**src/rtl/bnse_pkg.sv**
```systemverilog
// Package: shared types, constants and the symbol count table of the base-N encoder.
package bnse_pkg;

    // Defaults for the top-level parameters.
    localparam int DEF_MAX_GROUP_BYTES = 5;
    localparam int DEF_ALPHABET_DEPTH  = 64;

    // Field widths.
    localparam int BYTE_W   = 8;
    localparam int IDX_W    = 6;
    localparam int SYM_W    = 6;
    localparam int CFG3_W   = 3;
    localparam int CNT_W    = 4;
    localparam int REAL_W   = 6;
    localparam int GB_W     = 4;
    localparam int CFG_IDX_W = 2;
    localparam int S_TDATA_W = 24;
    localparam int M_TDATA_W = 8;

    // Symbol widths.
    localparam logic [CFG3_W-1:0] SYM_BITS_B16 = 3'd4;
    localparam logic [CFG3_W-1:0] SYM_BITS_B32 = 3'd5;
    localparam logic [CFG3_W-1:0] SYM_BITS_B64 = 3'd6;

    // Configuration register indexes.
    localparam logic [CFG_IDX_W-1:0] CFG_BITS_PER_SYMBOL = 2'd0;
    localparam logic [CFG_IDX_W-1:0] CFG_GROUP_BYTES     = 2'd1;
    localparam logic [CFG_IDX_W-1:0] CFG_PAD_CHAR        = 2'd2;

    // Reset values of the configuration registers.
    localparam logic [CFG3_W-1:0] RST_BITS_PER_SYMBOL = 3'd6;
    localparam logic [CFG3_W-1:0] RST_GROUP_BYTES     = 3'd3;
    localparam logic [BYTE_W-1:0] RST_PAD_CHAR        = 8'd61;

    // Input item kinds carried in tuser.
    localparam logic OP_DATA  = 1'b0;
    localparam logic OP_TABLE = 1'b1;

    // A finished group handed from the gatherer to the symbol emitter.
    typedef struct packed {
        logic              valid;
        logic [CNT_W-1:0]  count;
        logic [REAL_W-1:0] real_bits;
    } t_launch;

    // Emitter status seen by the input side.
    typedef struct packed {
        logic             busy;
        logic             free;
        logic [CNT_W-1:0] remaining;
    } t_emit_status;

    // Number of symbols for a group: ceil(8 * group / bits).
    function automatic logic [CNT_W-1:0] symbol_count(input logic [CFG3_W-1:0] group,
                                                      input logic [CFG3_W-1:0] bits);
        logic [CNT_W-1:0] cnt;
        cnt = '0;
        if (bits == SYM_BITS_B16) begin
            cnt = {group, 1'b0};
        end else if (bits == SYM_BITS_B32) begin
            unique case (group)
                3'd1:    cnt = 4'd2;
                3'd2:    cnt = 4'd4;
                3'd3:    cnt = 4'd5;
                3'd4:    cnt = 4'd7;
                3'd5:    cnt = 4'd8;
                3'd6:    cnt = 4'd10;
                3'd7:    cnt = 4'd12;
                default: cnt = 4'd0;
            endcase
        end else begin
            unique case (group)
                3'd1:    cnt = 4'd2;
                3'd2:    cnt = 4'd3;
                3'd3:    cnt = 4'd4;
                3'd4:    cnt = 4'd6;
                3'd5:    cnt = 4'd7;
                3'd6:    cnt = 4'd8;
                3'd7:    cnt = 4'd10;
                default: cnt = 4'd0;
            endcase
        end
        return cnt;
    endfunction

endpackage

```
**src/rtl/bnse_ram.sv**
```systemverilog
// Generic single-write, single-read RAM with registered read data.
module bnse_ram #(
    parameter int WIDTH = 8,
    parameter int DEPTH = 64
) (
    input  logic                     i_clk,
    input  logic                     i_we,
    input  logic [$clog2(DEPTH)-1:0] i_waddr,
    input  logic [WIDTH-1:0]         i_wdata,
    input  logic                     i_re,
    input  logic [$clog2(DEPTH)-1:0] i_raddr,
    output logic [WIDTH-1:0]         o_rdata
);

    logic [WIDTH-1:0] r_mem [DEPTH];
    logic [WIDTH-1:0] r_rdata;

    // Read returns the old contents when both ports hit the same entry.
    always_ff @(posedge i_clk) begin
        if (i_we) begin
            r_mem[i_waddr] <= i_wdata;
        end
        if (i_re) begin
            r_rdata <= r_mem[i_raddr];
        end
    end

    assign o_rdata = r_rdata;

endmodule

```
**src/rtl/bnse_group.sv**
```systemverilog
// Byte gatherer: collects data bytes into a group and launches full or ended groups.
module bnse_group #(
    parameter int MAX_GROUP_BYTES = bnse_pkg::DEF_MAX_GROUP_BYTES
) (
    input  logic                          i_clk,
    input  logic                          i_rst_n,
    input  logic                          i_clear,
    input  logic                          i_take,
    input  logic [bnse_pkg::BYTE_W-1:0]   i_data,
    input  logic                          i_last,
    input  logic [bnse_pkg::CFG3_W-1:0]   i_group,
    input  logic [bnse_pkg::CFG3_W-1:0]   i_bits,
    output logic                          o_complete,
    output bnse_pkg::t_launch             o_launch,
    output logic [8*MAX_GROUP_BYTES-1:0]  o_aligned
);

    localparam int BUF_W = 8 * MAX_GROUP_BYTES;

    logic [BUF_W-1:0]                r_buf;
    logic [bnse_pkg::CFG3_W-1:0]     r_count;
    logic [BUF_W-1:0]                n_buf;
    logic [bnse_pkg::CFG3_W-1:0]     n_count;
    logic [BUF_W-1:0]                w_buf0;
    logic [bnse_pkg::CFG3_W-1:0]     w_n0;
    logic [bnse_pkg::GB_W-1:0]       w_n1;
    logic [BUF_W+7:0]                w_joined;
    logic [BUF_W-1:0]                w_buf1;
    logic [bnse_pkg::GB_W-1:0]       w_free_bytes;
    logic [bnse_pkg::GB_W+2:0]       w_shamt;

    // A group that already holds enough bytes restarts empty.
    always_comb begin
        if (r_count >= i_group) begin
            w_n0   = '0;
            w_buf0 = '0;
        end else begin
            w_n0   = r_count;
            w_buf0 = r_buf;
        end
    end

    // Append the new byte at the low end.
    assign w_joined = {w_buf0, i_data};
    assign w_buf1   = w_joined[BUF_W-1:0];
    assign w_n1     = {1'b0, w_n0} + bnse_pkg::GB_W'(1);

    assign o_complete = (w_n1 >= {1'b0, i_group}) || i_last;

    // Left-align the real bytes so the first byte sits at the top of the word.
    assign w_free_bytes = bnse_pkg::GB_W'(MAX_GROUP_BYTES) - w_n1;
    assign w_shamt      = {w_free_bytes, 3'b000};
    assign o_aligned    = w_buf1 << w_shamt;

    always_comb begin
        o_launch.valid     = i_take && o_complete;
        o_launch.count     = bnse_pkg::symbol_count(i_group, i_bits);
        o_launch.real_bits = {w_n1[2:0], 3'b000};
    end

    // Group state update.
    always_comb begin
        n_buf   = r_buf;
        n_count = r_count;
        if (i_clear) begin
            n_buf   = '0;
            n_count = '0;
        end else if (i_take) begin
            if (o_complete) begin
                n_buf   = '0;
                n_count = '0;
            end else begin
                n_buf   = w_buf1;
                n_count = w_n1[2:0];
            end
        end
    end

    always_ff @(posedge i_clk) begin
        if (!i_rst_n) begin
            r_buf   <= '0;
            r_count <= '0;
        end else begin
            r_buf   <= n_buf;
            r_count <= n_count;
        end
    end

endmodule

```
**src/rtl/bnse_emit.sv**
```systemverilog
// Symbol emitter: slices a launched group into symbols, looks them up and drives the output.
module bnse_emit #(
    parameter int MAX_GROUP_BYTES = bnse_pkg::DEF_MAX_GROUP_BYTES,
    parameter int ALPHABET_DEPTH  = bnse_pkg::DEF_ALPHABET_DEPTH
) (
    input  logic                                i_clk,
    input  logic                                i_rst_n,
    input  bnse_pkg::t_launch                   i_launch,
    input  logic [8*MAX_GROUP_BYTES-1:0]        i_aligned,
    input  logic [bnse_pkg::CFG3_W-1:0]         i_bits,
    input  logic [bnse_pkg::BYTE_W-1:0]         i_pad_char,
    output bnse_pkg::t_emit_status              o_status,
    output logic                                o_ram_re,
    output logic [$clog2(ALPHABET_DEPTH)-1:0]   o_ram_raddr,
    input  logic [bnse_pkg::BYTE_W-1:0]         i_ram_rdata,
    output logic                                o_m_tvalid,
    input  logic                                i_m_tready,
    output logic [bnse_pkg::M_TDATA_W-1:0]      o_m_tdata,
    output logic                                o_m_tlast
);

    localparam int BUF_W = 8 * MAX_GROUP_BYTES;
    localparam int SH_W  = BUF_W + bnse_pkg::SYM_W;
    localparam int AW    = $clog2(ALPHABET_DEPTH);

    logic                          r_busy;
    logic [bnse_pkg::CNT_W-1:0]    r_remaining;
    logic [bnse_pkg::REAL_W-1:0]   r_left;
    logic [SH_W-1:0]               r_shift;
    logic                          r_o_valid;
    logic                          r_o_pad;
    logic                          r_o_oob;
    logic                          r_o_last;
    logic                          n_busy;
    logic [bnse_pkg::CNT_W-1:0]    n_remaining;
    logic [bnse_pkg::REAL_W-1:0]   n_left;
    logic [SH_W-1:0]               n_shift;
    logic                          w_advance;
    logic                          w_issue;
    logic                          w_last_issue;
    logic [bnse_pkg::SYM_W-1:0]    w_top;
    logic [bnse_pkg::SYM_W-1:0]    w_sym;
    logic [bnse_pkg::REAL_W-1:0]   w_bits_ext;
    logic                          w_pad;

    // Output stage moves when it is empty or its transfer completes.
    assign w_advance    = !r_o_valid || i_m_tready;
    assign w_issue      = r_busy && w_advance;
    assign w_last_issue = w_issue && (r_remaining == bnse_pkg::CNT_W'(1));

    always_comb begin
        o_status.busy      = r_busy;
        o_status.free      = !r_busy || w_last_issue;
        o_status.remaining = r_remaining;
    end

    // Current symbol: the top bits of the shift word, right-justified.
    assign w_top      = r_shift[SH_W-1 -: bnse_pkg::SYM_W];
    assign w_sym      = w_top >> (bnse_pkg::SYM_BITS_B64 - i_bits);
    assign w_bits_ext = bnse_pkg::REAL_W'(i_bits);
    assign w_pad      = (r_left == '0);

    assign o_ram_re    = w_issue && !w_pad;
    assign o_ram_raddr = w_sym[AW-1:0];

    // Group walk: shift out one symbol per issue, a new launch reloads.
    always_comb begin
        n_busy      = r_busy;
        n_remaining = r_remaining;
        n_left      = r_left;
        n_shift     = r_shift;
        if (i_launch.valid) begin
            n_busy      = 1'b1;
            n_remaining = i_launch.count;
            n_left      = i_launch.real_bits;
            n_shift     = {i_aligned, bnse_pkg::SYM_W'(0)};
        end else if (w_issue) begin
            n_busy      = !w_last_issue;
            n_remaining = r_remaining - bnse_pkg::CNT_W'(1);
            n_left      = (r_left > w_bits_ext) ? (r_left - w_bits_ext) : '0;
            unique case (i_bits)
                bnse_pkg::SYM_BITS_B16: n_shift = r_shift << 4;
                bnse_pkg::SYM_BITS_B32: n_shift = r_shift << 5;
                default:                n_shift = r_shift << 6;
            endcase
        end
    end

    always_ff @(posedge i_clk) begin
        if (!i_rst_n) begin
            r_busy      <= 1'b0;
            r_remaining <= '0;
            r_o_valid   <= 1'b0;
        end else begin
            r_busy      <= n_busy;
            r_remaining <= n_remaining;
            if (w_advance) begin
                r_o_valid <= w_issue;
            end
        end
    end

    // Payload side of the walk and the output stage.
    always_ff @(posedge i_clk) begin
        r_left  <= n_left;
        r_shift <= n_shift;
        if (w_issue) begin
            r_o_pad  <= w_pad;
            r_o_oob  <= ({1'b0, w_sym} >= 7'(ALPHABET_DEPTH));
            r_o_last <= w_last_issue;
        end
    end

    // Pad and out-of-range symbols bypass the alphabet.
    always_comb begin
        if (r_o_pad) begin
            o_m_tdata = i_pad_char;
        end else if (r_o_oob) begin
            o_m_tdata = '0;
        end else begin
            o_m_tdata = i_ram_rdata;
        end
    end

    assign o_m_tvalid = r_o_valid;
    assign o_m_tlast  = r_o_last;

endmodule

```
**src/rtl/base_n_byte_to_symbol_encoder_unit.sv**
```systemverilog
// Top level of the base-N byte to symbol encoder: configuration, input control and alphabet.
//
// Encodes a byte stream as base16, base32 or base64 style text. Items on the slave
// stream are either data bytes (tuser low) or alphabet writes (tuser high); a data
// byte with tlast set ends the input and flushes the open group zero-filled. Each
// group of group_bytes bytes yields ceil(8 * group_bytes / bits_per_symbol) symbols,
// one per cycle on the master stream while it is ready, the final one of a group
// marked by tlast. Symbols that start past the real input bits come out as pad_char.
// A data byte that does not close a group is taken every cycle; a closing byte or an
// alphabet write waits until the symbol emitter has issued the last symbol of the
// previous group, so the sustained rate is set by the emitter at one symbol per cycle
// while the master stream is ready, e.g. 4 symbols per 3 bytes for base64. When the
// closing byte of a group is taken, the group is loaded into the emitter; the alphabet
// RAM read and the output register then update together for its first symbol.
// Alphabet entries must be written before they are used.
module base_n_byte_to_symbol_encoder_unit #(
    parameter int MAX_GROUP_BYTES = bnse_pkg::DEF_MAX_GROUP_BYTES,
    parameter int ALPHABET_DEPTH  = bnse_pkg::DEF_ALPHABET_DEPTH
) (
    input  logic                                 i_clk,
    input  logic                                 i_rst_n,
    // Input stream
    input  logic                                 i_s_tvalid,
    output logic                                 o_s_tready,
    // [7:0] data_byte, [13:8] table_index, [21:14] table_value, [23:22] zero
    input  logic [bnse_pkg::S_TDATA_W-1:0]       i_s_tdata,
    // [0] opcode
    input  logic                                 i_s_tuser,
    input  logic                                 i_s_tlast,
    // Output stream
    output logic                                 o_m_tvalid,
    input  logic                                 i_m_tready,
    // [7:0] out_char
    output logic [bnse_pkg::M_TDATA_W-1:0]       o_m_tdata,
    output logic                                 o_m_tlast,
    // Configuration write channel
    input  logic                                 i_cfg_valid,
    output logic                                 o_cfg_ready,
    input  logic [bnse_pkg::CFG_IDX_W-1:0]       i_cfg_index,
    input  logic [bnse_pkg::BYTE_W-1:0]          i_cfg_data
);

    localparam int BUF_W = 8 * MAX_GROUP_BYTES;
    localparam int AW    = $clog2(ALPHABET_DEPTH);

    logic [bnse_pkg::CFG3_W-1:0]    r_bits_per_symbol;
    logic [bnse_pkg::CFG3_W-1:0]    r_group_bytes;
    logic [bnse_pkg::BYTE_W-1:0]    r_pad_char;
    logic [bnse_pkg::CFG3_W-1:0]    w_eff_bits;
    logic [bnse_pkg::CFG3_W-1:0]    w_eff_group;
    logic                           w_cfg_wr;
    logic                           w_group_clear;
    logic                           w_s_xfer;
    logic                           w_take;
    logic                           w_table_wr;
    logic                           w_complete;
    logic                           w_blocking;
    logic [bnse_pkg::BYTE_W-1:0]    w_data_byte;
    logic [bnse_pkg::IDX_W-1:0]     w_table_index;
    logic [bnse_pkg::BYTE_W-1:0]    w_table_value;
    bnse_pkg::t_launch              w_launch;
    bnse_pkg::t_emit_status         w_status;
    logic [BUF_W-1:0]               w_aligned;
    logic                           w_ram_re;
    logic [AW-1:0]                  w_ram_raddr;
    logic [bnse_pkg::BYTE_W-1:0]    w_ram_rdata;

    assign w_data_byte   = i_s_tdata[7:0];
    assign w_table_index = i_s_tdata[13:8];
    assign w_table_value = i_s_tdata[21:14];

    // Configuration registers; the user must write them only while the block is idle, which the block does not enforce.
    assign o_cfg_ready   = 1'b1;
    assign w_cfg_wr      = i_cfg_valid && o_cfg_ready;
    assign w_group_clear = w_cfg_wr && (i_cfg_index == bnse_pkg::CFG_GROUP_BYTES);

    always_ff @(posedge i_clk) begin
        if (!i_rst_n) begin
            r_bits_per_symbol <= bnse_pkg::RST_BITS_PER_SYMBOL;
            r_group_bytes     <= bnse_pkg::RST_GROUP_BYTES;
            r_pad_char        <= bnse_pkg::RST_PAD_CHAR;
        end else if (w_cfg_wr) begin
            unique case (i_cfg_index)
                bnse_pkg::CFG_BITS_PER_SYMBOL: r_bits_per_symbol <= i_cfg_data[2:0];
                bnse_pkg::CFG_GROUP_BYTES:     r_group_bytes     <= i_cfg_data[2:0];
                bnse_pkg::CFG_PAD_CHAR:        r_pad_char        <= i_cfg_data;
                default: ;
            endcase
        end
    end

    // Clamp the settings to their usable ranges.
    always_comb begin
        if (r_bits_per_symbol < bnse_pkg::SYM_BITS_B16) begin
            w_eff_bits = bnse_pkg::SYM_BITS_B16;
        end else if (r_bits_per_symbol > bnse_pkg::SYM_BITS_B64) begin
            w_eff_bits = bnse_pkg::SYM_BITS_B64;
        end else begin
            w_eff_bits = r_bits_per_symbol;
        end
        if (r_group_bytes == '0) begin
            w_eff_group = bnse_pkg::CFG3_W'(1);
        end else if ({1'b0, r_group_bytes} > bnse_pkg::GB_W'(MAX_GROUP_BYTES)) begin
            w_eff_group = bnse_pkg::CFG3_W'(MAX_GROUP_BYTES);
        end else begin
            w_eff_group = r_group_bytes;
        end
    end

    // Alphabet writes and group-closing bytes wait for a free emitter.
    assign w_blocking = (i_s_tuser == bnse_pkg::OP_TABLE) || w_complete;
    assign o_s_tready = !w_blocking || w_status.free;
    assign w_s_xfer   = i_s_tvalid && o_s_tready;
    assign w_take     = w_s_xfer && (i_s_tuser == bnse_pkg::OP_DATA);
    assign w_table_wr = w_s_xfer && (i_s_tuser == bnse_pkg::OP_TABLE)
                        && ({1'b0, w_table_index} < 7'(ALPHABET_DEPTH));

    bnse_group #(
        .MAX_GROUP_BYTES (MAX_GROUP_BYTES)
    ) u_group (
        .i_clk      (i_clk),
        .i_rst_n    (i_rst_n),
        .i_clear    (w_group_clear),
        .i_take     (w_take),
        .i_data     (w_data_byte),
        .i_last     (i_s_tlast),
        .i_group    (w_eff_group),
        .i_bits     (w_eff_bits),
        .o_complete (w_complete),
        .o_launch   (w_launch),
        .o_aligned  (w_aligned)
    );

    bnse_ram #(
        .WIDTH (bnse_pkg::BYTE_W),
        .DEPTH (ALPHABET_DEPTH)
    ) u_alphabet (
        .i_clk   (i_clk),
        .i_we    (w_table_wr),
        .i_waddr (w_table_index[AW-1:0]),
        .i_wdata (w_table_value),
        .i_re    (w_ram_re),
        .i_raddr (w_ram_raddr),
        .o_rdata (w_ram_rdata)
    );

    bnse_emit #(
        .MAX_GROUP_BYTES (MAX_GROUP_BYTES),
        .ALPHABET_DEPTH  (ALPHABET_DEPTH)
    ) u_emit (
        .i_clk       (i_clk),
        .i_rst_n     (i_rst_n),
        .i_launch    (w_launch),
        .i_aligned   (w_aligned),
        .i_bits      (w_eff_bits),
        .i_pad_char  (r_pad_char),
        .o_status    (w_status),
        .o_ram_re    (w_ram_re),
        .o_ram_raddr (w_ram_raddr),
        .i_ram_rdata (w_ram_rdata),
        .o_m_tvalid  (o_m_tvalid),
        .i_m_tready  (i_m_tready),
        .o_m_tdata   (o_m_tdata),
        .o_m_tlast   (o_m_tlast)
    );

`ifndef NO_ASSERTIONS
    // A new group is only launched into an emitter that has finished its issues.
    a_launch_free: assert property (@(posedge i_clk) disable iff (!i_rst_n)
        w_launch.valid |-> w_status.free)
        else $error("group launched while emitter still issuing");

    // A busy emitter always has symbols left to issue.
    a_busy_count: assert property (@(posedge i_clk) disable iff (!i_rst_n)
        w_status.busy |-> (w_status.remaining != '0))
        else $error("emitter busy with no symbols left");

    // The alphabet never changes under a pending lookup.
    a_table_free: assert property (@(posedge i_clk) disable iff (!i_rst_n)
        (w_s_xfer && (i_s_tuser == bnse_pkg::OP_TABLE)) |-> w_status.free)
        else $error("alphabet written while lookups pending");
`endif

endmodule

```
**config.mk**
```make
export PLATFORM = sky130hd
export DESIGN_NAME = base_n_byte_to_symbol_encoder_unit
export DESIGN_NICKNAME = d
export VERILOG_FILES = /design/src/rtl/bnse_pkg.sv /design/src/rtl/bnse_ram.sv /design/src/rtl/bnse_group.sv /design/src/rtl/bnse_emit.sv /design/src/rtl/base_n_byte_to_symbol_encoder_unit.sv
export SDC_FILE = /design/constraint.sdc
export NUM_CORES = 1
export LEC_CHECK = 0
export BUFFER_PORTS_ARGS = -buffer_cell sky130_fd_sc_hd__buf_2
export CELL_PAD_IN_SITES_DETAIL_PLACEMENT = 2
export CELL_PAD_IN_SITES_GLOBAL_PLACEMENT = 2
export CORE_ASPECT_RATIO = 1.5
export CORE_MARGIN = 2
export CORE_UTILIZATION = 30
export CTS_CLUSTER_SIZE = 12
export DETAILED_ROUTE_END_ITERATION = 6
export PLACE_DENSITY = 0.61
export SETUP_SLACK_MARGIN = 0.3
export SLEW_MARGIN = 5
export SYNTH_ARGS = -nofsm -noshare
export SYNTH_HDL_FRONTEND = slang
export SYNTH_SLANG_ARGS = --single-unit
export TNS_END_PERCENT = 1
```
**constraint.sdc**
```tcl
create_clock -name i_clk -period 7.75 [get_ports i_clk]
set_input_delay 1.55 -clock i_clk [delete_from_list [all_inputs] [get_ports i_clk]]
set_output_delay 1.55 -clock i_clk [all_outputs]
set_load 0.03 [all_outputs]
```
==> run_results.csv, run 1 <==
group,metric,value,unit
outcome,status,"completed",
route,drtAntennaViolNets,0,
grt,grt_first_pass_wirelength,122.0,mm
job,max_cap_violations,0,
pwr,power.internal,0.005719,W
pwr,clkPwrFrac,40.4,%
setup_path,rr_endpoint,"u_emit.r_shift[23]$_DFFE_PP_",
place,gp_congestion,0.7624,
logic_synthesis,yosysWarningCount,0,
place,dp_hpwl,53.53,mm
timing,final_hold_viol_count,0,
logic_synthesis,ys_seq_area_share,68.07,%
grt,grt.total_usage,18.13,%
pwr,ir_worst_vdd,0.1765,mV
timing,fin_skew,0.01857,ns
timing,rsz0062_at_grt,"false",
setup_path,crit_fanout,27,
grt,grt_max_degree,124,
pwr,total_power,0.007746,W
clock_network,ctsHoldBuffers,0,
clock_network,max-clock-path-buffers,3,
grt,antenna_found_initial,2,
timing,setup_tns,0,ns
setup_path,path_buf_inv,4,
timing,fin_crit,6.603,ns
logic_synthesis,synth.largest_area_cell,"edfxtp_1",
die,start_util,30.31,%
setup_path,max_stage_delay,0.75,ns
layout,multi_input_area,0.007891,mm2
logic_synthesis,synth_area_leaders,"edfxtp_1 64%, mux2i_1 6.1%, dfxtp_1 4.4%",
place,dpl-instance-area,0.02807,mm2
timing,holdWs,0.4723,ns
route,vias,16953,
setup_path,cp_top_family,"compound AO/OA/AOI/OAI gates",
logic_synthesis,async_flop_share,0,%
route,drt_iter0_markers,1075,
die,design.die.area,0.09122,mm2
layout,area_growth,13.23,%
layout,fillCellCount,9030,
die,fp-row-count,133,
clock_network,root_buffer,"clkbuf_16",
pwr,p_comb_share,11.1,%
setup_path,start_kind,"register",
die,core_area,0.08786,mm2
setup_path,r2r_slack,1.47,ns
setup_path,end_kind,"primary output",
setup_path,crit_chain,"buf_4 > inv_1 > ha_1 > nand2b_1 > a21o_1 > a21oi_1 > nand2_1 > inv_1 > ha_1 > ha_1 > a21o_1 > a211o_1 > nor3_1 > or2_2 > buf_2",
layout,layout_commonest_cell,"edfxtp_1",
layout,seq_area,0.01813,mm2
timing,worst_slew_pin_slew,1.112,ns
logic_synthesis,syn_inst,1972,
grt,grt_pass1_vias,18539,
setup_path,cp.required,6.20,ns
route,drc,0,
timing,max_freq,0.1515,GHz
route,routed_wl,82.87,mm
clock_network,cts_tree,"built",
logic_synthesis,post-synth-top-area-fraction,63.71,%
layout,layout_common_cells,"565 x edfxtp_1, 266 x nand2_1, 162 x mux2i_1",
logic_synthesis,syn_area,0.02663,mm2
logic_synthesis,syn_area_per_cell,13.50,um2
logic_synthesis,synth_edf_count,565,
die,io_pins,53,
setup_path,critPathKind,"reg2out",
timing,max-slew-margin-rel,25.62,%
grt,grt-ovfl-total,0,
die,fp.dieW,247.3,um
clock_network,cts-buffers-inserted,69,
logic_synthesis,synth_fp_nets,2030,
layout,post-route-util,34.32,%
setup_path,cpMaxStageDelayCell,"a21oi_1",
setup_path,r2r-start,"u_group.r_count[0]$_SDFFE_PP0N_",
hold_path,worst_hold_path_type,"reg2reg",
die,die_h,368.9,um
route,wl_per_cell,26.02,um
pwr,p_per_area,256.9,mW/mm2
layout,drive_gt1_share,10.99,%
pwr,p_switching,0.002026,W
place,port_buffers,49,
clock_network,clk_pin_slew_worst_paths,0.06,ns
setup_path,worstRegToRegCells,16,
setup_path,crit_cells,15,
hold_path,hp-start,"r_pad_char[7]$_SDFFE_PN0P_",
logic_synthesis,synth-main-ff-cell,"edfxtp_1",
pwr,seq_power_share,48.6,%
route,firstDrtPassIters,5,
layout,antennaDiodeCount,0,
logic_synthesis,synth.ff_latch_count,623,
logic_synthesis,yosys.cell_types.count,75,
hold_path,min_to,"r_pad_char[7]$_SDFFE_PN0P_",
clock_network,postCtsSetupBuffers,0,
setup_path,cp_data_arrival_time,5.05,ns
layout,post-route-cell-area,0.03016,mm2
pwr,p_leak,10.05,nW
timing,setup-violations-final,0,
clock_network,cts.repair.resized,0,
layout,fin_nets,2050,
route,routed_via_density,5.323,
clock_network,clkSinkCount,623,
timing,fin_crit_sh,85.20,%
clock_network,clk-insertion-delay-late,0.66,ns
timing,drv_slew,0,
setup_path,crit_path_frequent_cell,"ha_1",
pwr,switching_share,26.16,%
hold_path,min_path_cells,2,
clock_network,htreeDepth,3,
-- state kept, by name (all words and copies together) (netlist names) --
name	flops
r_bits_per_symbol	3
r_group_bytes	3
r_pad_char	8
u_alphabet.o_rdata	8
u_alphabet.r_mem	512
u_emit.o_m_tlast	1
u_emit.o_m_tvalid	1
u_emit.r_busy	1
u_emit.r_left	6
u_emit.r_o_pad	1
u_emit.r_remaining	4
u_emit.r_shift	40
u_group.r_buf	32
u_group.r_count	3
-- power groups by stage --
stage / clock network (W) / registers, W / logic [W]
2_1_floorplan: 0 / 0.00381 / 0.000525
3_3_place_gp: 0 / 0.00383 / 0.000842
3_5_place_dp: 0 / 0.00383 / 0.000871
4_1_cts: 0.00322 / 0.00376 / 0.000877
5_1_grt: 0.00333 / 0.00376 / 0.000927
6_report: 0.00313 / 0.00376 / 0.000857
-- how the worst max path moves through the flow --
stage / startpoint / end
final: u_group.r_count[0]$_SDFFE_PP0N_ / o_s_tready
after global routing: u_group.r_count[0]$_SDFFE_PP0N_ / o_s_tready
after CTS: u_group.r_count[0]$_SDFFE_PP0N_ / o_s_tready
after detailed placement: u_group.r_count[0]$_SDFFE_PP0N_ / u_emit.r_shift[26]$_DFFE_PP_
after global placement: u_group.r_count[0]$_SDFFE_PP0N_ / u_emit.r_shift[17]$_DFFE_PP_
after floorplan: u_group.r_count[0]$_SDFFE_PP0N_ / u_emit.r_left[3]$_DFFE_PP_
-- stage by stage --
stage,worst slack [ns],std cells
floorplan,2.322,1972
global placement,1.627,3068
detailed placement,1.432,3068
CTS,1.061,3185
global route,0.7721,3185
finish,1.147,3185
-- metal layers --
layer	wire length (um)	vias up	global-route usage [%]
met5	17	-	0
met4	3626	2	8.671
li1	-	7685	-
met3	2780	145	2.690
met2	44070	290	33.14
met1	32380	8831	20.43
-- synth_stat cells, types with 15 or more instances --
| master | n |
|---|---|
| inv_1 | 17 |
| a221oi_1 | 18 |
| a31oi_1 | 23 |
| o31ai_1 | 28 |
| a221o_1 | 26 |
| mux2i_1 | 162 |
| edfxtp_1 | 565 |
| o22ai_1 | 53 |
| buf_1 | 19 |
| o211ai_1 | 24 |
| ha_1 | 16 |
| dfxtp_1 | 58 |
| a21oi_1 | 30 |
| nand3_1 | 85 |
| nor2_1 | 134 |
| clkbuf_1 | 74 |
| o21ai_0 | 28 |
| nand2_1 | 267 |
| a22oi_1 | 46 |
| a32oi_1 | 32 |
| buf_2 | 37 |
| a32o_1 | 15 |
| nor3_1 | 22 |
| nand4_1 | 16 |
-- cells by family (layout without fill, tap and decap cells) --
kind of cell               count (synthesis)  count (layout)  synth area share (%)
xor gates and xnor gates                  10              10                0.3289
other                                      2               2               0.02820
and+or+nand+nor                          586             586                 9.786
adders and majority gates                 17              17                0.8269
buffers and inverters                    155             221                 2.485
muxes                                    185             185                 7.414
AOI/OAI and AO/OA                        394             394                 11.06
DFF                                      623             623                 68.07
-- worst register-to-register path, stage by stage, from the launching register on --
cell and delay [ns]:
dfxtp_1 0.31, buf_4 0.39, inv_1 0.41, ha_1 0.40, nand2b_1 0.15, a21o_1 0.22, a21oi_1 0.75, nand2_1 0.22
inv_1 0.10, ha_1 0.26, ha_1 0.31, a21o_1 0.16, a211o_1 0.31, nor2_1 0.26, nand3b_1 0.16, buf_4 0.52
nand2_2 0.80
-- final cells by class --
cell class | instances | share of cell area, %
Multi-Input combinational cell | 1194 | 26.17
Inverter | 19 | 0.2365
Clock inverter | 32 | 0.9336
Timing Repair Buffer | 85 | 1.792
Tap cell | 1147 | 4.759
Clock buffer | 85 | 5.996
Sequential cell | 623 | 60.11
Note: power is estimated with default switching activity, not from simulation.
==> run 2: changes to the inputs <==
==> constraint.sdc (replaced) <==
create_clock -name i_clk -period 7.75 [get_ports i_clk]
set_input_delay 1.55 -clock i_clk [delete_from_list [all_inputs] [get_ports i_clk]]
set_output_delay 1.55 -clock i_clk [all_outputs]
set_load 0.05 [all_outputs]
==> run 2 against run 1 <==
Compared with the run above: fmax is 3.4% higher; core utilization shrank 0.12 points; highest routed layer unchanged; sequential share of layout area up 0.21 points; critical path type unchanged.
==> run_results.csv, run 2 (synthesized netlist as in run 1, its figures left out) <==
group,metric,value,unit
grt,grt_pass1_vias,18427,
layout,largest-register,"u_alphabet.r_mem",
timing,final_hold_viol_count,0,
route,drc,0,
job,max_cap_violations,0,
layout,antennaDiodeCount,0,
hold_path,worst_hold_path_type,"reg2reg",
clock_network,max-clock-path-buffers,3,
pwr,p_switching,0.002009,W
setup_path,critPathKind,"reg2out",
pwr,switching_share,26.25,%
layout,fin_nets,2048,
route,drtAntennaViolNets,0,
hold_path,hp-start,"r_pad_char[1]$_SDFFE_PN0P_",
clock_network,ctsHoldBuffers,0,
clock_network,clkSinkCount,623,
pwr,power.internal,0.005645,W
setup_path,end_kind,"primary output",
place,dp_hpwl,52.56,mm
pwr,ir_worst_vdd,0.1585,mV
route,vias,17016,
die,die_h,368.9,um
die,core_area,0.08786,mm2
grt,grt.total_usage,18.01,%
timing,fin_crit,6.389,ns
layout,area_growth,12.84,%
route,routed_via_density,5.359,
place,dpl-instance-area,0.02807,mm2
layout,post-route-util,34.20,%
layout,multi_input_area,0.007891,mm2
layout,seq_area,0.01813,mm2
clock_network,cts-buffers-inserted,67,
place,place_inst,3068,
timing,worst_slew_pin_slew,1.153,ns
setup_path,crit_fanout,12,
grt,grt-ovfl-total,0,
setup_path,cp.required,6.20,ns
die,start_util,30.31,%
place,gp_congestion,0.7605,
grt,grt_first_pass_wirelength,121.9,mm
die,design.die.area,0.09122,mm2
pwr,seq_power_share,49.1,%
timing,setup_tns,0,ns
timing,setup-violations-final,0,
die,fp-row-count,133,
route,drt_iter0_markers,1247,
grt,grt_max_degree,91,
setup_path,start_kind,"register",
setup_path,startpoint,"r_group_bytes[2]$_SDFFE_PN0P_",
clock_network,htreeDepth,3,
timing,fin_crit_sh,82.43,%
timing,fin_skew,0.02773,ns
outcome,status,"completed",
timing,max_freq,0.1565,GHz
layout,instances_no_fill,3175,
clock_network,cts.repair.resized,0,
clock_network,clk-insertion-delay-late,0.62,ns
pwr,p_per_area,254.7,mW/mm2
timing,rsz0062_at_grt,"false",
route,wl_per_cell,25.90,um
setup_path,r2r-start,"r_group_bytes[2]$_SDFFE_PN0P_",
die,fp.dieW,247.3,um
setup_path,cp_data_arrival_time,4.84,ns
layout,post-route-cell-area,0.03005,mm2
clock_network,cts_tree,"built",
clock_network,postCtsSetupBuffers,0,
place,port_buffers,49,
layout,layout_commonest_cell,"edfxtp_1",
layout,fillCellCount,9056,
timing,max-slew-margin-rel,22.94,%
pwr,clkPwrFrac,39.6,%
layout,largest_reg_flops,512,
layout,drive_gt1_share,10.65,%
route,routed_wl,82.23,mm
layout,layout_common_cells,"565 x edfxtp_1, 266 x nand2_1, 162 x mux2i_1",
clock_network,clk_pin_slew_worst_paths,0.06,ns
timing,drv_slew,0,
route,firstDrtPassIters,5,
pwr,p_comb_share,11.3,%
clock_network,root_buffer,"clkbuf_16",
grt,antenna_found_initial,1,
layout,reg_top3,"u_alphabet.r_mem: 512 flops, u_emit.r_shift: 40 flops, u_group.r_buf: 32 flops",
pwr,p_leak,10.01,nW
die,io_pins,53,
timing,holdWs,0.4703,ns
==> run 2: power by group through the flow <==
stage / Clock [W] / Combinational (W) / Sequential [W]
floorplan: 0 / 0.000532 / 0.00381
global placement: 0 / 0.000854 / 0.00383
detailed placement: 0 / 0.000878 / 0.00383
CTS: 0.00312 / 0.000882 / 0.00376
global route: 0.00324 / 0.000940 / 0.00376
finish: 0.00303 / 0.000866 / 0.00376
==> run 2: routing by layer <==
metal | wire length (um) | global-route usage, % | vias up
li1 | - | - | 7677
met1 | 32290 | 20.47 | 8901
met2 | 43150 | 32.64 | 294
met3 | 2829 | 2.959 | 142
met4 | 3945 | 8.360 | 2
met5 | 15 | 0 | -
==> run 2: critical path: stages, from the launching register on <==
cell,delay (ns)
dfxtp_1,0.36
inv_1,0.22
nand2_1,0.16
a21o_1,0.22
ha_1,0.26
nand2b_1,0.14
a21o_1,0.22
a21oi_1,0.77
nand2_1,0.20
inv_1,0.10
ha_1,0.26
ha_1,0.32
a21o_1,0.17
a211o_1,0.31
nor3_1,0.14
or2_2,0.14
buf_2,0.25
==> run 2: metrics by stage <==
| stage | setup slack [ns] | total power, W |
|---|---|---|
| final | 1.361 | 0.007654 |
| after global routing | 1.009 | 0.007940 |
| after CTS | 1.315 | 0.007760 |
| after detailed placement | 1.740 | 0.004708 |
| after global placement | 1.855 | 0.004683 |
| after floorplan | 2.322 | 0.004346 |
==> run 2: layout make-up <==
type                            count  area share, %
Tap cell                         1147          4.776
Clock inverter                     22         0.6953
Timing Repair Buffer               85          1.799
Sequential cell                   623          60.32
Multi-Input combinational cell   1194          26.26
Clock buffer                       85          5.908
Inverter                           19         0.2373
==> run 2: path summary, 6_finish.rpt <==
path,end,slack [ns],cells after the start
worst min-delay path,r_pad_char[1]$_SDFFE_PN0P_,0.47,2
worst max-delay path,o_s_tready,1.36,16
worst min register to register,r_pad_char[1]$_SDFFE_PN0P_,0.47,2
worst max register to register,u_emit.r_shift[26]$_DFFE_PP_,1.80,17
==> run 3: changes to the inputs <==
--- a/config.mk
+++ b/config.mk
@@ -5,6 +5,7 @@
 export SDC_FILE = /design/constraint.sdc
 export NUM_CORES = 1
 export LEC_CHECK = 0
+export ABC_AREA = 1
 export BUFFER_PORTS_ARGS = -buffer_cell sky130_fd_sc_hd__buf_2
 export CELL_PAD_IN_SITES_DETAIL_PLACEMENT = 2
 export CELL_PAD_IN_SITES_GLOBAL_PLACEMENT = 2
@@ -13,7 +14,7 @@
 export CORE_UTILIZATION = 30
 export CTS_CLUSTER_SIZE = 12
 export DETAILED_ROUTE_END_ITERATION = 6
-export PLACE_DENSITY = 0.61
+export PLACE_DENSITY = 0.68
 export SETUP_SLACK_MARGIN = 0.3
 export SLEW_MARGIN = 5
 export SYNTH_ARGS = -nofsm -noshare
==> constraint.sdc (replaced) <==
create_clock -name i_clk -period 5.5 [get_ports i_clk]
set_input_delay 1.1 -clock i_clk [delete_from_list [all_inputs] [get_ports i_clk]]
set_output_delay 1.1 -clock i_clk [all_outputs]
set_load 0.05 [all_outputs]
==> run 3 against run 2 <==
Compared with the run above: cell count up 39%; synthesized cell count rose by 56%; die area increased by 11%; critical endpoint unchanged; largest power group unchanged.
==> run_results.csv, run 3 <==
group,metric,value,unit
outcome,status,"completed",
die,core_area,0.09722,mm2
layout,layout_common_cells,"646 x nand2_1, 608 x nand3_1, 565 x edfxtp_1",
route,drc,0,
grt,grt_pass1_vias,24605,
layout,seq_area,0.01813,mm2
logic_synthesis,synth.mux.area_fraction,0.3055,%
layout,largest-register,"u_alphabet.r_mem",
route,routed_wl,99.47,mm
logic_synthesis,synth_compound_area_share,4.667,%
layout,fillCellCount,10616,
logic_synthesis,yosysMostFrequentCell,"nand2_1",
clock_network,clkSinkCount,623,
timing,fin_crit_sh,87.89,%
logic_synthesis,synth_edf_count,565,
route,wl_met3,2.534,mm
logic_synthesis,yosysWarningCount,0,
timing,final_hold_viol_count,0,
die,design.die.area,0.1009,mm2
logic_synthesis,synthAdderAreaFrac,0.7467,%
logic_synthesis,synth_xor_area_share,0.2079,%
timing,max_freq,0.2069,GHz
route,drt_iter0_markers,1033,
clock_network,ctsHoldBuffers,0,
logic_synthesis,async_flop_share,0,%
route,firstDrtPassIters,5,
logic_synthesis,synth.largest_area_cell,"edfxtp_1",
timing,worst_slew_pin_slew,1.139,ns
timing,max-slew-margin-rel,23.60,%
setup_path,startpoint,"r_group_bytes[2]$_SDFFE_PN0P_",
clock_network,clk-insertion-delay-late,0.65,ns
logic_synthesis,synth.ff_latch_count,623,
timing,setup_tns,0,ns
route,top_layer,"met5",
logic_synthesis,ys_seq_area_share,61.47,%
setup_path,cpMaxStageDelayCell,"dfxtp_1",
route,met2WireLength,55.19,mm
clock_network,postCtsSetupBuffers,0,
clock_network,root_buffer,"clkbuf_16",
layout,drive_gt1_share,9.512,%
route,vias,21850,
die,fp-row-count,140,
die,start_util,30.33,%
layout,area_growth,13.41,%
grt,grt_max_degree,130,
place,dp_hpwl,65.82,mm
hold_path,worst_hold_path_type,"reg2reg",
die,io_pins,53,
layout,reg_top3,"u_alphabet.r_mem: 512 flops, u_emit.r_shift: 40 flops, u_group.r_buf: 32 flops",
setup_path,cp.required,4.40,ns
grt,grt_first_pass_wirelength,150.8,mm
logic_synthesis,synth-main-ff-cell,"edfxtp_1",
layout,multi_input_area,0.008915,mm2
hold_path,hp-start,"u_group.r_buf[27]$_SDFFE_PP0N_",
layout,fin_nets,3146,
logic_synthesis,yosys.cell_types.count,43,
logic_synthesis,syn_inst,3077,
grt,grt.total_usage,19.83,%
logic_synthesis,syn_area_per_cell,9.584,um2
setup_path,cp_data_arrival_time,3.73,ns
setup_path,crit_fanout,7,
setup_path,max_stage_delay,0.36,ns
place,port_buffers,49,
clock_network,cts_tree,"built",
route,drtAntennaViolNets,0,
timing,drv_slew,0,
timing,fin_crit,4.834,ns
pwr,ir_worst_vdd,0.2055,mV
route,drt-met1-wl,37.39,mm
route,wl_per_cell,22.54,um
timing,rsz0062_at_grt,"false",
logic_synthesis,synth_area_leaders,"edfxtp_1 58%, nand3_1 10%, nand2_1 8.3%",
logic_synthesis,synth_fp_nets,3135,
setup_path,r2r-start,"r_group_bytes[2]$_SDFFE_PN0P_",
clock_network,htreeDepth,3,
setup_path,start_kind,"register",
logic_synthesis,synth-simple-area-share,23.03,%
logic_synthesis,post-synth-top-area-fraction,57.53,%
timing,setup-violations-final,0,
die,fp.dieW,260,um
setup_path,crit_path_frequent_cell,"ha_1",
setup_path,critPathKind,"reg2out",
grt,antenna_found_initial,3,
pwr,p_leak,13.18,nW
clock_network,clk_pin_slew_worst_paths,0.06,ns
layout,layout_commonest_cell,"nand2_1",
route,routed_via_density,4.952,
job,max_cap_violations,0,
clock_network,cts-buffers-inserted,68,
die,die_h,388.0,um
place,gp_congestion,0.8352,
setup_path,crit_chain,"inv_1 > nand2_1 > o21ai_0 > ha_1 > nand3_1 > nand2_2 > nor2_1 > ha_1 > xnor2_2 > ha_1 > a211oi_2 > nand2_2 > o21ai_2 > buf_4",
timing,fin_skew,0.02921,ns
setup_path,end_kind,"primary output",
logic_synthesis,syn_area,0.02949,mm2
pwr,p_per_area,343.7,mW/mm2
grt,grt-ovfl-total,0,
logic_synthesis,synth_common_cells,"652 x nand2_1, 608 x nand3_1, 565 x edfxtp_1",
clock_network,max-clock-path-buffers,3,
logic_synthesis,synth_top_family_by_area,"simple AND/OR/NAND/NOR gates",
layout,post-route-util,34.40,%
layout,largest_reg_flops,512,
run 3: kinds of logic after synthesis:
logic type | Yosys count
AO/OA/AOI/OAI | 253
XOR/XNOR | 7
adder cells (fa/ha/maj) | 17
buffers and inverters | 684
flip-flops | 623
multiplexers | 8
other | 2
AND/OR/NAND/NOR | 1483
run 3: routing by layer:
metal / vias to the layer above / GRT usage (%)
met5: - / 0
met1: 11105 / 21.07
met3: 163 / 2.176
met4: 4 / 9.154
met2: 309 / 38.37
li1: 10269 / -
run 3: worst max-delay path: cells and delay by family, from the launching register on:
| kind | cells | cell delay (ns) |
|---|---|---|
| fa+ha+maj | 3 | 0.85 |
| compound gates | 3 | 0.62 |
| simple gates | 5 | 0.60 |
| buf+inv | 2 | 0.41 |
| flops | 1 | 0.36 |
| xor+xnor | 1 | 0.26 |
run 3: power by group:
part	leakage (nW)	total, W	switching [W]	internal [W]
registers	5.58	0.00528	0.0000355	0.00524
logic	6.62	0.00186	0.00139	0.000474
clock network	0.988	0.00435	0.00195	0.00240
run 3: worst paths after layout:
path / endpoint / slack [ns] / cells past startpoint
hold reg to reg: u_group.r_buf[27]$_SDFFE_PP0N_ / 0.46 / 2
setup / recovery: o_s_tready / 0.67 / 14
hold / removal: u_group.r_buf[27]$_SDFFE_PP0N_ / 0.46 / 2
setup reg to reg: u_alphabet.r_mem[62][5]$_DFFE_PP_ / 0.80 / 20
run 3: stage by stage:
stage	cell area [um2]	setup slack (ns)	total power [W]	instances	hold slack [ns]
6_report	33450	0.6660	0.01150	4412	0.4614
5_1_grt	33440	0.3330	0.01194	4411	0.4936
4_1_cts	33140	0.1019	0.01164	4411	0.4645
3_5_place_dp	31100	0.1004	0.007252	4296	0.4557
3_3_place_gp	31100	0.3586	0.007186	4296	0.4380
2_1_floorplan	29490	0.8062	0.006527	3077	0.4233
run 3: cell type report:
type	instances	area share (%)
clock buffers	87	5.331
clock inverters	28	0.7557
well taps	1278	4.781
flip-flops and latches	623	54.20
inverters	508	5.705
repair buffers	117	2.566
diodes	1	0.007482
multi-input cells	1770	26.65
run 3: repair_timing:
item | CTS | global route
gates cloned | 0 | 0
resized for setup | 3 | 81
pin swaps | 0 | 1
endpoints found under the setup margin | 228 | 473
hold endpoints to repair | 0 | 0
